[config.mk]
export PLATFORM = sky130hd
export DESIGN_NAME = dpad_auto_repeat_direction
export DESIGN_NICKNAME = d
export VERILOG_FILES = /design/src/sv/dpad_ar_pkg.sv /design/src/sv/dpad_auto_repeat_direction.sv /design/src/sv/dpad_ar_core.sv /design/src/sv/dpad_ar_dir.sv
export VERILOG_INCLUDE_DIRS = /design/src /design/src/sv
export SDC_FILE = /design/constraint.sdc
export NUM_CORES = 1
export LEC_CHECK = 0
export BUFFER_PORTS_ARGS = -buffer_cell sky130_fd_sc_hd__buf_2
export CAP_MARGIN = 20
export CORE_MARGIN = 3
export CORE_UTILIZATION = 59
export CTS_CLUSTER_DIAMETER = 150
export CTS_CLUSTER_SIZE = 28
export DETAILED_ROUTE_END_ITERATION = 10
export GPL_ROUTABILITY_DRIVEN = 0
export PLACE_DENSITY = 0.87
export SETUP_SLACK_MARGIN = 0.1
export SYNTH_ARGS = -nofsm -noshare
export SYNTH_HDL_FRONTEND = slang
export SYNTH_SLANG_ARGS = --single-unit
[constraint.sdc]
create_clock -name clk -period 5.2 [get_ports clk]
set_clock_uncertainty 0.15 [all_clocks]
set_input_delay 0.26 -clock clk [delete_from_list [all_inputs] [get_ports clk]]
set_output_delay 0.26 -clock clk [all_outputs]
set_load 0.005 [all_outputs]
[src/sv/dpad_auto_repeat_direction_defines.svh]
// assertion helpers for the dpad auto-repeat core (dpad_ar_core)
`ifndef DPAD_AUTO_REPEAT_DIRECTION_DEFINES_SVH
`define DPAD_AUTO_REPEAT_DIRECTION_DEFINES_SVH

// same-cycle implication, checked out of reset
`define DPAD_AR_ASSERT_IMP(lbl, ante, cons, msg) \
	lbl: assert property (@(posedge clk) disable iff (!arst_n) (ante) |-> (cons)) \
		else $error(msg);

// next-cycle implication, checked out of reset
`define DPAD_AR_ASSERT_NXT(lbl, ante, cons, msg) \
	lbl: assert property (@(posedge clk) disable iff (!arst_n) (ante) |=> (cons)) \
		else $error(msg);

`endif

[src/sv/dpad_ar_pkg.sv]
package dpad_ar_pkg;

	localparam int LVL_W = 5;
	localparam int LVL_UP = 0;
	localparam int LVL_DOWN = 1;
	localparam int LVL_LEFT = 2;
	localparam int LVL_RIGHT = 3;
	localparam int LVL_MOD = 4;

	localparam int CNT_W = 8;
	localparam logic [CNT_W-1:0] CNT_MAX = 8'd255;
	localparam int PERIOD_W = 7;

	localparam logic [7:0] DELAY_RESET = 8'd12;
	localparam logic [PERIOD_W-1:0] PERIOD_RESET = 7'd5;

	localparam int CFG_IDX_W = 1;
	localparam logic [CFG_IDX_W-1:0] CFG_INITIAL_DELAY = 1'b0;
	localparam logic [CFG_IDX_W-1:0] CFG_REPEAT_PERIOD = 1'b1;

	localparam logic [3:0] DIR_CENTER = 4'd0;
	localparam logic [3:0] DIR_N = 4'd1;
	localparam logic [3:0] DIR_S = 4'd2;
	localparam logic [3:0] DIR_W = 4'd3;
	localparam logic [3:0] DIR_E = 4'd4;
	localparam logic [3:0] DIR_NE = 4'd5;
	localparam logic [3:0] DIR_NW = 4'd6;
	localparam logic [3:0] DIR_SE = 4'd7;
	localparam logic [3:0] DIR_SW = 4'd8;

	typedef logic [LVL_W-1:0] levels_t;

	typedef struct packed {
		logic up_held;
		logic down_held;
		logic left_held;
		logic right_held;
		logic modifier_held;
	} sample_t;

	typedef struct packed {
		logic [3:0] direction;
		logic repeat_fired;
		logic modifier_tap_alone;
	} result_t;

	typedef struct packed {
		levels_t cur;
		levels_t pressed;
		logic fire;
		logic tap;
	} frame_t;

endpackage

[src/sv/dpad_auto_repeat_direction.sv]
// channel  | handshake                   | payload
// sample   | sample_valid / sample_ready | sample (sample_t)
// result   | result_valid / result_ready | result (result_t)
// cfg      | cfg_valid / cfg_ready       | cfg_index, cfg_data
//
// one sample per cycle sustained while the result is not stalled; result_valid rises once its sample has
// passed through the sample register and then the result register; hold state updates once per frame
// arst_n clears hold state, valids and loads delay 12, period 5
// a stalled result holds the frame in the sample register; sample_ready drops only then
// cfg_ready is always high
module dpad_auto_repeat_direction
	import dpad_ar_pkg::*;
(
	input  logic clk,
	input  logic arst_n,
	input  logic sample_valid,
	output logic sample_ready,
	input  sample_t sample,
	output logic result_valid,
	input  logic result_ready,
	output result_t result,
	input  logic cfg_valid,
	output logic cfg_ready,
	input  logic [CFG_IDX_W-1:0] cfg_index,
	input  logic [7:0] cfg_data
);

	logic [CNT_W-1:0] delay_q;
	logic [PERIOD_W-1:0] period_q;
	logic valid_s1;
	sample_t sample_s1;
	logic res_valid_q;
	result_t res_q;
	logic advance;
	levels_t cur;
	frame_t frame;
	logic [3:0] direction;

	assign cfg_ready = 1'b1;

	always_ff @(posedge clk or negedge arst_n) begin
		if (!arst_n) begin
			delay_q <= DELAY_RESET;
			period_q <= PERIOD_RESET;
		end else if (cfg_valid) begin
			case (cfg_index)
				CFG_INITIAL_DELAY: delay_q <= cfg_data;
				CFG_REPEAT_PERIOD: period_q <= cfg_data[PERIOD_W-1:0];
				default: ;
			endcase
		end
	end

	assign advance = valid_s1 && (!res_valid_q || result_ready);
	assign sample_ready = !valid_s1 || advance;

	always_ff @(posedge clk or negedge arst_n) begin
		if (!arst_n) begin
			valid_s1 <= 1'b0;
		end else if (sample_ready) begin
			valid_s1 <= sample_valid;
		end
	end

	always_ff @(posedge clk) begin
		if (sample_ready && sample_valid) begin
			sample_s1 <= sample;
		end
	end

	always_comb begin
		cur = '0;
		cur[LVL_UP] = sample_s1.up_held;
		cur[LVL_DOWN] = sample_s1.down_held;
		cur[LVL_LEFT] = sample_s1.left_held;
		cur[LVL_RIGHT] = sample_s1.right_held;
		cur[LVL_MOD] = sample_s1.modifier_held;
	end

	dpad_ar_core u_core (
		.clk(clk),
		.arst_n(arst_n),
		.en(advance),
		.cur(cur),
		.initial_delay(delay_q),
		.repeat_period(period_q),
		.frame(frame)
	);

	dpad_ar_dir u_dir (
		.frame(frame),
		.direction(direction)
	);

	always_ff @(posedge clk or negedge arst_n) begin
		if (!arst_n) begin
			res_valid_q <= 1'b0;
		end else if (advance) begin
			res_valid_q <= 1'b1;
		end else if (result_ready) begin
			res_valid_q <= 1'b0;
		end
	end

	always_ff @(posedge clk) begin
		if (advance) begin
			res_q.direction <= direction;
			res_q.repeat_fired <= frame.fire;
			res_q.modifier_tap_alone <= frame.tap;
		end
	end

	assign result_valid = res_valid_q;
	assign result = res_q;

endmodule

[src/sv/dpad_ar_core.sv]
`include "dpad_auto_repeat_direction_defines.svh"

module dpad_ar_core
	import dpad_ar_pkg::*;
(
	input  logic clk,
	input  logic arst_n,
	input  logic en,
	input  levels_t cur,
	input  logic [CNT_W-1:0] initial_delay,
	input  logic [PERIOD_W-1:0] repeat_period,
	output frame_t frame
);

	levels_t prev_q;
	logic [CNT_W-1:0] cnt_q;
	logic rep_q;
	logic hu_q;

	levels_t pressed;
	levels_t released;
	logic dpad_any;
	logic pad_press;
	logic [CNT_W-1:0] cnt_upd;
	logic rep_upd;
	logic hu_upd;
	logic [CNT_W:0] rep_lim;
	logic fire;
	logic [CNT_W-1:0] cnt_nxt;
	logic rep_nxt;

	assign pressed = cur & ~prev_q;
	assign released = prev_q & ~cur;
	assign dpad_any = |cur[LVL_RIGHT:LVL_UP];
	assign pad_press = |pressed[LVL_RIGHT:LVL_UP];

	always_comb begin
		if (!dpad_any) begin
			cnt_upd = '0;
		end else if (cnt_q == CNT_MAX) begin
			cnt_upd = cnt_q;
		end else begin
			cnt_upd = cnt_q + 1'b1;
		end
	end

	assign rep_upd = dpad_any & rep_q;

	always_comb begin
		hu_upd = hu_q;
		if (pressed[LVL_MOD]) begin
			hu_upd = 1'b0;
		end
		if (cur[LVL_MOD] && pad_press) begin
			hu_upd = 1'b1;
		end
	end

	assign rep_lim = {1'b0, initial_delay} + {2'b00, repeat_period};
	assign fire = dpad_any && (cnt_upd >= initial_delay)
		&& (!rep_upd || ({1'b0, cnt_upd} >= rep_lim));
	assign cnt_nxt = fire ? initial_delay : cnt_upd;
	assign rep_nxt = fire | rep_upd;

	always_ff @(posedge clk or negedge arst_n) begin
		if (!arst_n) begin
			prev_q <= '0;
			cnt_q <= '0;
			rep_q <= 1'b0;
			hu_q <= 1'b0;
		end else if (en) begin
			prev_q <= cur;
			cnt_q <= cnt_nxt;
			rep_q <= rep_nxt;
			hu_q <= hu_upd;
		end
	end

	assign frame.cur = cur;
	assign frame.pressed = pressed;
	assign frame.fire = fire;
	assign frame.tap = released[LVL_MOD] & ~hu_upd;

	`DPAD_AR_ASSERT_NXT(a_release_clears, en && !dpad_any, cnt_q == '0 && !rep_q,
		"hold state not cleared after all directions released")
	`DPAD_AR_ASSERT_NXT(a_fire_reloads, en && fire, cnt_q == $past(initial_delay) && rep_q,
		"counter not reloaded after a repeat")
	`DPAD_AR_ASSERT_IMP(a_count_needs_hold, cnt_q != '0 || rep_q, prev_q[LVL_RIGHT:LVL_UP] != '0,
		"hold state set with no direction held")

endmodule

[src/sv/dpad_ar_dir.sv]
module dpad_ar_dir
	import dpad_ar_pkg::*;
(
	input  frame_t frame,
	output logic [3:0] direction
);

	levels_t c;
	levels_t p;
	logic f;
	logic ne;
	logic nw;
	logic se;
	logic sw;

	assign c = frame.cur;
	assign p = frame.pressed;
	assign f = frame.fire;

	assign ne = c[LVL_UP] & c[LVL_RIGHT] & (p[LVL_UP] | p[LVL_RIGHT] | f);
	assign nw = c[LVL_UP] & c[LVL_LEFT] & (p[LVL_UP] | p[LVL_LEFT] | f);
	assign se = c[LVL_DOWN] & c[LVL_RIGHT] & (p[LVL_DOWN] | p[LVL_RIGHT] | f);
	assign sw = c[LVL_DOWN] & c[LVL_LEFT] & (p[LVL_DOWN] | p[LVL_LEFT] | f);

	// diagonals win only while the modifier is held
	always_comb begin
		if (c[LVL_MOD] && ne) begin
			direction = DIR_NE;
		end else if (c[LVL_MOD] && nw) begin
			direction = DIR_NW;
		end else if (c[LVL_MOD] && se) begin
			direction = DIR_SE;
		end else if (c[LVL_MOD] && sw) begin
			direction = DIR_SW;
		end else if (p[LVL_UP] || (f && c[LVL_UP])) begin
			direction = DIR_N;
		end else if (p[LVL_DOWN] || (f && c[LVL_DOWN])) begin
			direction = DIR_S;
		end else if (p[LVL_LEFT] || (f && c[LVL_LEFT])) begin
			direction = DIR_W;
		end else if (p[LVL_RIGHT] || (f && c[LVL_RIGHT])) begin
			direction = DIR_E;
		end else begin
			direction = DIR_CENTER;
		end
	end

endmodule
==> results.ini, run 1 <==
[clock_tree]
tritoncts = built
postCtsSetupBuffers = 0
cts-buffers-inserted = 5
htreeDepth = 2
clk_path_buf_depth = 2
clkLatencyLatePin_ns = 0.30
cts_root_buf = clkbuf_8
cts_sinks = 43
clk_pin_slew_ns = 0.09

[global_routing]
grt_max_degree = 33
grt_use_total = 0.229
antenna_found_initial = 0
grt_pass1_wl_um = 9630
gr-total-overflow = 0
grt_pass1_vias = 2157

[pwr]
powerDensity_nw_per_um2 = 427
leakage_nw = 1.44
p_total_mw = 1.31
ir_drop_v = 0.000248

[placement]
dp_hpwl_um = 4280
dp_cells = 352
io_buffers = 26
post_dp_cell_area_sq_um = 2910

[die]
core_sq_um = 4410
rows = 24
fp.dieW_um = 74.1
die-area_sq_um = 5490
start_util = 0.620
io-pin-count = 28
die_h_um = 74.1

[critical_path]
r2r_end = result[4]
cp_top_family = compound AO/OA/AOI/OAI gates
startpoint_type = flip-flop
crit_path_end_kind = flip-flop
arrival_ns = 4.29
crit_chain = ha_1 > inv_1 > fa_1 > nor2b_4 > o31a_1 > o21ai_0 > nand2b_1 > xnor2_1 > ha_1 > nand3_1 > nand4b_1 > a211o_1 > nand4_2 > clkinv_1 > o2111a_1 > a311o_1
setup.worst_path.start = period_q[0]
crit_required_ns = 5.11
critPathKind = reg2reg
worst-path-stages = 16
rrSetupSlack_ns = 0.82
cpMostUsedCell = ha_1
worst-path-buf-inv = 2
cpMaxStageDelayCell = dfstp_2
r2r_start = period_q[0]
crit_path_max_fanout = 12
slowest_delay_ns = 0.54
reg2regPathDepth = 16
endpoint = result[4]

[logic_synthesis]
ys_seq_area_frac = 0.415
syn_inst = 278
synthDistinctLibCells = 54
synth_edf_count = 11
ys_ff_latch = 43
synth-async-reset-ratio = 0.744
syn_area_sq_um = 2740
syn-num-nets = 322
syn_area_per_cell_sq_um = 9.84
ys.warnings.count = 0
synth_flop_cell = dfrtp_1

[timing]
rsz0062_at_grt = false
whs_ns = 0.00846
hold_viol_final = 0
fmax_mhz = 228
finalSetupViolCount = 0
timing.setup.tns_ns = 0
drv_slew = 0
worst_slew_pin_slew_ns = 0.947
finalCriticalPeriod_ns = 4.38
slew_headroom = 0.368
fin_crit_sh = 0.842

[layout]
finalNonFillerCells = 367
n_antenna_cell = 0
regArea_sq_um = 1140
fin_area_sq_um = 3070
final_nets = 358
multi_input_area_sq_um = 1510
area_delta_synth_final_pct = 12.4
fillers = 331
drive_above_1_share = 0.165

[detailed_routing]
drt_iter0_markers = 201
drc = 0
final_antenna_net_count = 0
via_per_inst = 6.10
routed_wl_um = 5900
dr.pass1.iters = 6
vias = 2239
wl_per_cell_um = 16.1

[outcome]
outcome = completed

[min_path]
min_path_type = in2reg

[flow_run]
cap_viol_max_count = 0

state kept, by name, summed over array words and instances (netlist names):
signal and cells:
u_core.hu_q 1, valid_s1 1, period_q 7, delay_q 8
result 6, u_core.rep_q 1, cur 5, u_core.prev_q 5
result_valid 1, u_core.cnt_q 8
final cells by class:
class	count	area share
Clock buffer	5	0.0224
Clock inverter	3	0.00773
Inverter	18	0.0220
Multi-Input combinational cell	212	0.490
Sequential cell	43	0.370
Tap cell	52	0.0212
Timing Repair Buffer	34	0.0676
report_power, final:
part	internal [mW]	switching, mW
Sequential	0.422	0.0673
Clock	0.0960	0.124
Combinational	0.257	0.347
worst min path at each step:
stage	from	end	cells after the start
finish	cfg_data[7]	delay_q[7]	3
global route	cfg_data[0]	delay_q[0]	3
CTS	cfg_data[7]	delay_q[7]	3
detailed placement	arst_n	u_core.prev_q[3]	1
global placement	arst_n	u_core.prev_q[3]	1
floorplan	arst_n	delay_q[0]	0
timing repair:
item                       in CTS  in global routing
hold endpoints to repair       34                  0
hold buffers                    7                  0
setup endpoints to repair       0                  0
resized for setup               0                  0
metal layers:
metal / share of wire / wire, um / GRT usage / vias to the layer above
li1: - / - / - / 1086
met1: 0.44 / 2600 / 0.294 / 1046
met2: 0.48 / 2830 / 0.378 / 87
met3: 0.054 / 319 / 0.0446 / 20
met4: 0.026 / 153 / 0.0946 / 0
met5: 0 / 0 / 0 / -
cells in the final DEF (no fill, tap or decap), types with 6 or more instances in the layout:
| cell type | n |
|---|---|
| nand2b_1 | 6 |
| edfxtp_1 | 11 |
| nand2_1 | 40 |
| mux2_2 | 8 |
| dfrtp_1 | 28 |
| mux2i_1 | 9 |
| a21oi_1 | 11 |
| nor2_1 | 13 |
| a21o_1 | 6 |
| buf_2 | 26 |
| dlygate4sd3_1 | 7 |
| inv_1 | 17 |
| o21ai_0 | 25 |
| nand3_1 | 8 |
| ha_1 | 24 |
worst register-to-register path, delay by kind of cell (launching register included):
kind | cells | cell delay (ns)
DFF | 1 | 0.54
buffers and inverters | 2 | 0.28
AOI/OAI and AO/OA | 5 | 1.34
xor gates and xnor gates | 1 | 0.13
adders and majority gates | 3 | 0.86
and+or+nand+nor | 5 | 0.83
cells by family (layout without fill, tap and decap cells):
family / Yosys count / after routing / share of synthesized area
compound gates: 70 / 70 / 0.177
xor+xnor: 9 / 9 / 0.0288
fa+ha+maj: 25 / 25 / 0.117
buf+inv: 23 / 60 / 0.0343
flops: 43 / 43 / 0.415
mux: 17 / 17 / 0.0659
other cells: 1 / 1 / 0.00137
simple gates: 90 / 90 / 0.160
metrics by stage:
| step | setup WS, ns | utilization |
|---|---|---|
| 2_1_floorplan | 1.55 | - |
| 3_3_place_gp | 1.08 | 0.660 |
| 3_5_place_dp | 0.929 | 0.660 |
| 4_1_cts | 0.883 | 0.696 |
| 5_1_grt | 0.645 | 0.696 |
| 6_report | 0.823 | 0.696 |
cell usage after synthesis (2+ instances only):
| cell | count | area [sq um] |
|---|---|---|
| a21o_1 | 6 | 45.0 |
| a21oi_1 | 11 | 55.1 |
| a2bb2oi_1 | 2 | 17.5 |
| a31oi_1 | 2 | 12.5 |
| a41oi_1 | 5 | 43.8 |
| and2_1 | 2 | 12.5 |
| and3_1 | 4 | 25.0 |
| buf_4 | 2 | 15.0 |
| clkbuf_1 | 3 | 11.3 |
| dfrtp_1 | 28 | 701 |
| dfstp_2 | 4 | 105 |
| edfxtp_1 | 11 | 330 |
| ha_1 | 24 | 300 |
| inv_1 | 17 | 63.8 |
| mux2_2 | 8 | 90.1 |
| mux2i_1 | 9 | 90.1 |
| nand2_1 | 40 | 150 |
| nand2b_1 | 6 | 37.5 |
| nand3_1 | 8 | 40.0 |
| nand4_1 | 2 | 12.5 |
| nor2_1 | 13 | 48.8 |
| nor2b_1 | 4 | 25.0 |
| nor3_1 | 3 | 15.0 |
| o2111ai_1 | 2 | 17.5 |
| o21ai_0 | 25 | 125 |
| o21ai_1 | 2 | 10.0 |
| xnor2_1 | 4 | 35.0 |
| xor2_1 | 5 | 43.8 |
Power figures use the tool's default switching activity.
==> run 2, diff against run 1 <==
--- a/config.mk
+++ b/config.mk
@@ -9,12 +9,12 @@
 export BUFFER_PORTS_ARGS = -buffer_cell sky130_fd_sc_hd__buf_2
 export CAP_MARGIN = 20
 export CORE_MARGIN = 3
-export CORE_UTILIZATION = 59
+export CORE_UTILIZATION = 53
 export CTS_CLUSTER_DIAMETER = 150
 export CTS_CLUSTER_SIZE = 28
 export DETAILED_ROUTE_END_ITERATION = 10
 export GPL_ROUTABILITY_DRIVEN = 0
-export PLACE_DENSITY = 0.87
+export PLACE_DENSITY = 0.83
 export SETUP_SLACK_MARGIN = 0.1
 export SYNTH_ARGS = -nofsm -noshare
 export SYNTH_HDL_FRONTEND = slang
==> constraint.sdc (replaced) <==
create_clock -name clk -period 3.9 [get_ports clk]
set_clock_uncertainty 0.15 [all_clocks]
set_input_delay 0.195 -clock clk [delete_from_list [all_inputs] [get_ports clk]]
set_output_delay 0.195 -clock clk [all_outputs]
set_load 0.005 [all_outputs]
==> run 2 against run 1 <==
Wire length is 8.9% higher; non-clock buffer count up 21; first-iteration DRC count increased by 9.5%; die area up 10%; sequential share of layout area decreased by 3.0 points; global-route usage shrank 1.6 points; clock power rose by 28%; power increased by 44%; cell area is 8.8% higher; final cell count is 9.8% higher; via count grew 5.0%; register-to-register slack got worse by 0.67 ns.
==> results.ini, run 2 (synthesized netlist as in run 1, its figures left out) <==
[timing]
slew_headroom = 0.442  ; was 0.368
drv_slew = 0  ; unchanged
fin_crit_sh = 0.962  ; was 0.842
finalCriticalPeriod_ns = 3.75  ; was 4.38 ns
hold_viol_final = 0  ; unchanged
fmax_mhz = 267  ; was 228 MHz
worst_slew_pin_slew_ns = 0.835  ; was 0.947 ns
rsz0062_at_grt = true  ; was false
timing.setup.tns_ns = 0  ; unchanged
finalSetupViolCount = 0  ; unchanged

[die]
fp.dieW_um = 77.8  ; was 74.1 um
core_sq_um = 4850  ; was 4410 sq um
die_h_um = 77.8  ; was 74.1 um
die-area_sq_um = 6060  ; was 5490 sq um
start_util = 0.564  ; was 0.620
rows = 25  ; was 24
io-pin-count = 28  ; unchanged

[placement]
dp_hpwl_um = 4370  ; was 4280 um
io_buffers = 26  ; unchanged

[layout]
regArea_sq_um = 1140  ; unchanged
area_delta_synth_final_pct = 22.3  ; was 12.4%
final_nets = 379  ; was 358
layout_commonest_cell = nand2_1  ; unchanged
mostFrequentLayoutCells = nand2_1, dfrtp_1, buf_2  ; unchanged
reg.largest.list = delay_q x8, u_core.cnt_q x8, period_q x7  ; unchanged
drive_above_1_share = 0.232  ; was 0.165
multi_input_area_sq_um = 1580  ; was 1510 sq um
fillers = 341  ; was 331
n_antenna_cell = 0  ; unchanged

[detailed_routing]
dr.pass1.iters = 5  ; was 6
vias = 2352  ; was 2,239
wl_per_cell_um = 15.9  ; was 16.1 um
routed_wl_um = 6430  ; was 5900 um
drt_iter0_markers = 220  ; was 201
via_per_inst = 5.84  ; was 6.10
drc = 0  ; unchanged
final_antenna_net_count = 0  ; unchanged

[global_routing]
grt_max_degree = 33  ; unchanged
gr-usage-met2 = 0.368  ; was 0.378
antenna_found_initial = 0  ; unchanged
grt_pass1_vias = 2254  ; was 2,157
grt_pass1_wl_um = 10400  ; was 9630 um
grt-busiest-layer = met2  ; unchanged
grt_use_met3 = 0.0371  ; was 0.0446
use_met1 = 0.272  ; was 0.294
gr-total-overflow = 0  ; unchanged
grt_use_total = 0.212  ; was 0.229

[pwr]
ir_drop_v = 0.000385  ; was 0.000248 V
leakage_nw = 1.55  ; was 1.44 nW
p_total_mw = 1.89  ; was 1.31 mW
powerDensity_nw_per_um2 = 566  ; was 427 nW/um^2

[clock_tree]
clk_pin_slew_ns = 0.09  ; about the same
htreeDepth = 2  ; unchanged
cts_sinks = 43  ; unchanged
clkLatencyLatePin_ns = 0.30  ; about the same
clk_path_buf_depth = 2  ; unchanged
tritoncts = built  ; unchanged
cts-buffers-inserted = 5  ; unchanged
cts_root_buf = clkbuf_8  ; unchanged

[min_path]
min_path_type = in2reg  ; unchanged

[critical_path]
startpoint_type = flip-flop  ; unchanged
cpMaxStageDelayCell = dfrtp_1  ; was dfstp_2
critPathKind = reg2reg  ; unchanged
worst-path-buf-inv = 1  ; was 2
crit_path_end_kind = flip-flop  ; unchanged
arrival_ns = 3.65  ; was 4.29 ns
crit_required_ns = 3.80  ; was 5.11 ns
crit_chain = ha_1 > a21o_1 > a21oi_2 > o21bai_1 > a21oi_2 > o21ai_0 > xnor2_1 > ha_1 > nand3_2 > nor2_1 > a211o_1 > nand4_2 > buf_8 > a31o_4 > a311o_1  ; was ha_1 > inv_1 > fa_1 > nor2b_4 > o31a_1 > o21ai_0 > nand2b_1 > xnor2_1 > ha_1 > nand3_1 > nand4b_1 > a211o_1 > nand4_2 > clkinv_1 > o2111a_1 > a311o_1
slowest_delay_ns = 0.42  ; was 0.54 ns
cp_top_family = compound AO/OA/AOI/OAI gates  ; unchanged
crit_path_max_fanout = 6  ; was 12

[flow_run]
cap_viol_max_count = 0  ; unchanged

[outcome]
outcome = completed  ; unchanged

run 2: cell types whose count changed in the layout (fill, tap and decap cells not counted), sizes merged:
cell	change
clkbuf	+1
buf	+13
clkinvlp	-1
dlygate4sd3	+8
run 2: worst register-to-register path, stage by stage (launching register included):
cell and delay [ns]:
dfrtp_1 0.42, ha_1 0.30, a21o_1 0.20, a21oi_2 0.16, o21bai_1 0.10, a21oi_2 0.15, o21ai_0 0.16, xnor2_1 0.17
ha_1 0.35, nand3_2 0.10, nor2_1 0.10, a211o_1 0.26, nand4_2 0.16, buf_8 0.17, a31o_4 0.22, a311o_1 0.35
run 2: layer usage:
| metal | wire [um] | share of wire |
|---|---|---|
| met5 | 0 | 0 |
| met4 | 123 | 0.019 |
| met3 | 360 | 0.056 |
| met2 | 3200 | 0.50 |
| met1 | 2740 | 0.43 |
run 2: metrics by stage:
| step | cells | utilization | setup WS [ns] | hold slack, ns | cell area, sq um |
|---|---|---|---|---|---|
| final | 403 | 0.690 | 0.149 | 0.0380 | 3350 |
| after floorplan | 278 | - | 0.246 | -0.251 | 2740 |
| after CTS | 395 | 0.661 | 0.100 | 0.0391 | 3210 |
| after global placement | 371 | 0.611 | 0.201 | 0.134 | 2960 |
| after detailed placement | 371 | 0.611 | 0.0443 | 0.147 | 2960 |
| after global routing | 403 | 0.690 | 0.000363 | 0.0785 | 3350 |
run 2: path summary, 6_finish.rpt:
path / start / end / slack, ns / depth (start not counted)
max: period_q[1] / result[4] / 0.15 / 15
min: result_ready / result_valid / 0.04 / 3
max reg2reg: period_q[1] / result[4] / 0.15 / 15
min reg2reg: valid_s1 / result_valid / 0.36 / 1
max in group asynchronous: arst_n / delay_q[7] / 2.78 / 2
min in group asynchronous: arst_n / u_core.cnt_q[5] / 0.35 / 2
run 2: timing repair:
action / 4_1_cts / 5_1_grt
pin swaps: 1 / 14
setup buffers: 1 / 8
gates resized for setup: 1 / 18
endpoints found under the hold margin: 45 / 0
endpoints found under the setup margin: 2 / 7
hold buffers: 15 / 0
run 2: layout make-up:
type / count / share of cell area
Sequential cell: 43 / 0.340
Clock buffer: 6 / 0.0217
Tap cell: 67 / 0.0251
Multi-Input combinational cell: 212 / 0.471
Inverter: 18 / 0.0202
Timing Repair Buffer: 55 / 0.119
Clock inverter: 2 / 0.00374
run 2: power breakdown:
part,switching (mW),internal [mW],leakage [nW],total (mW)
logic,0.514,0.439,1.02,0.952
clock network,0.157,0.125,0.0412,0.282
registers,0.0953,0.563,0.490,0.658
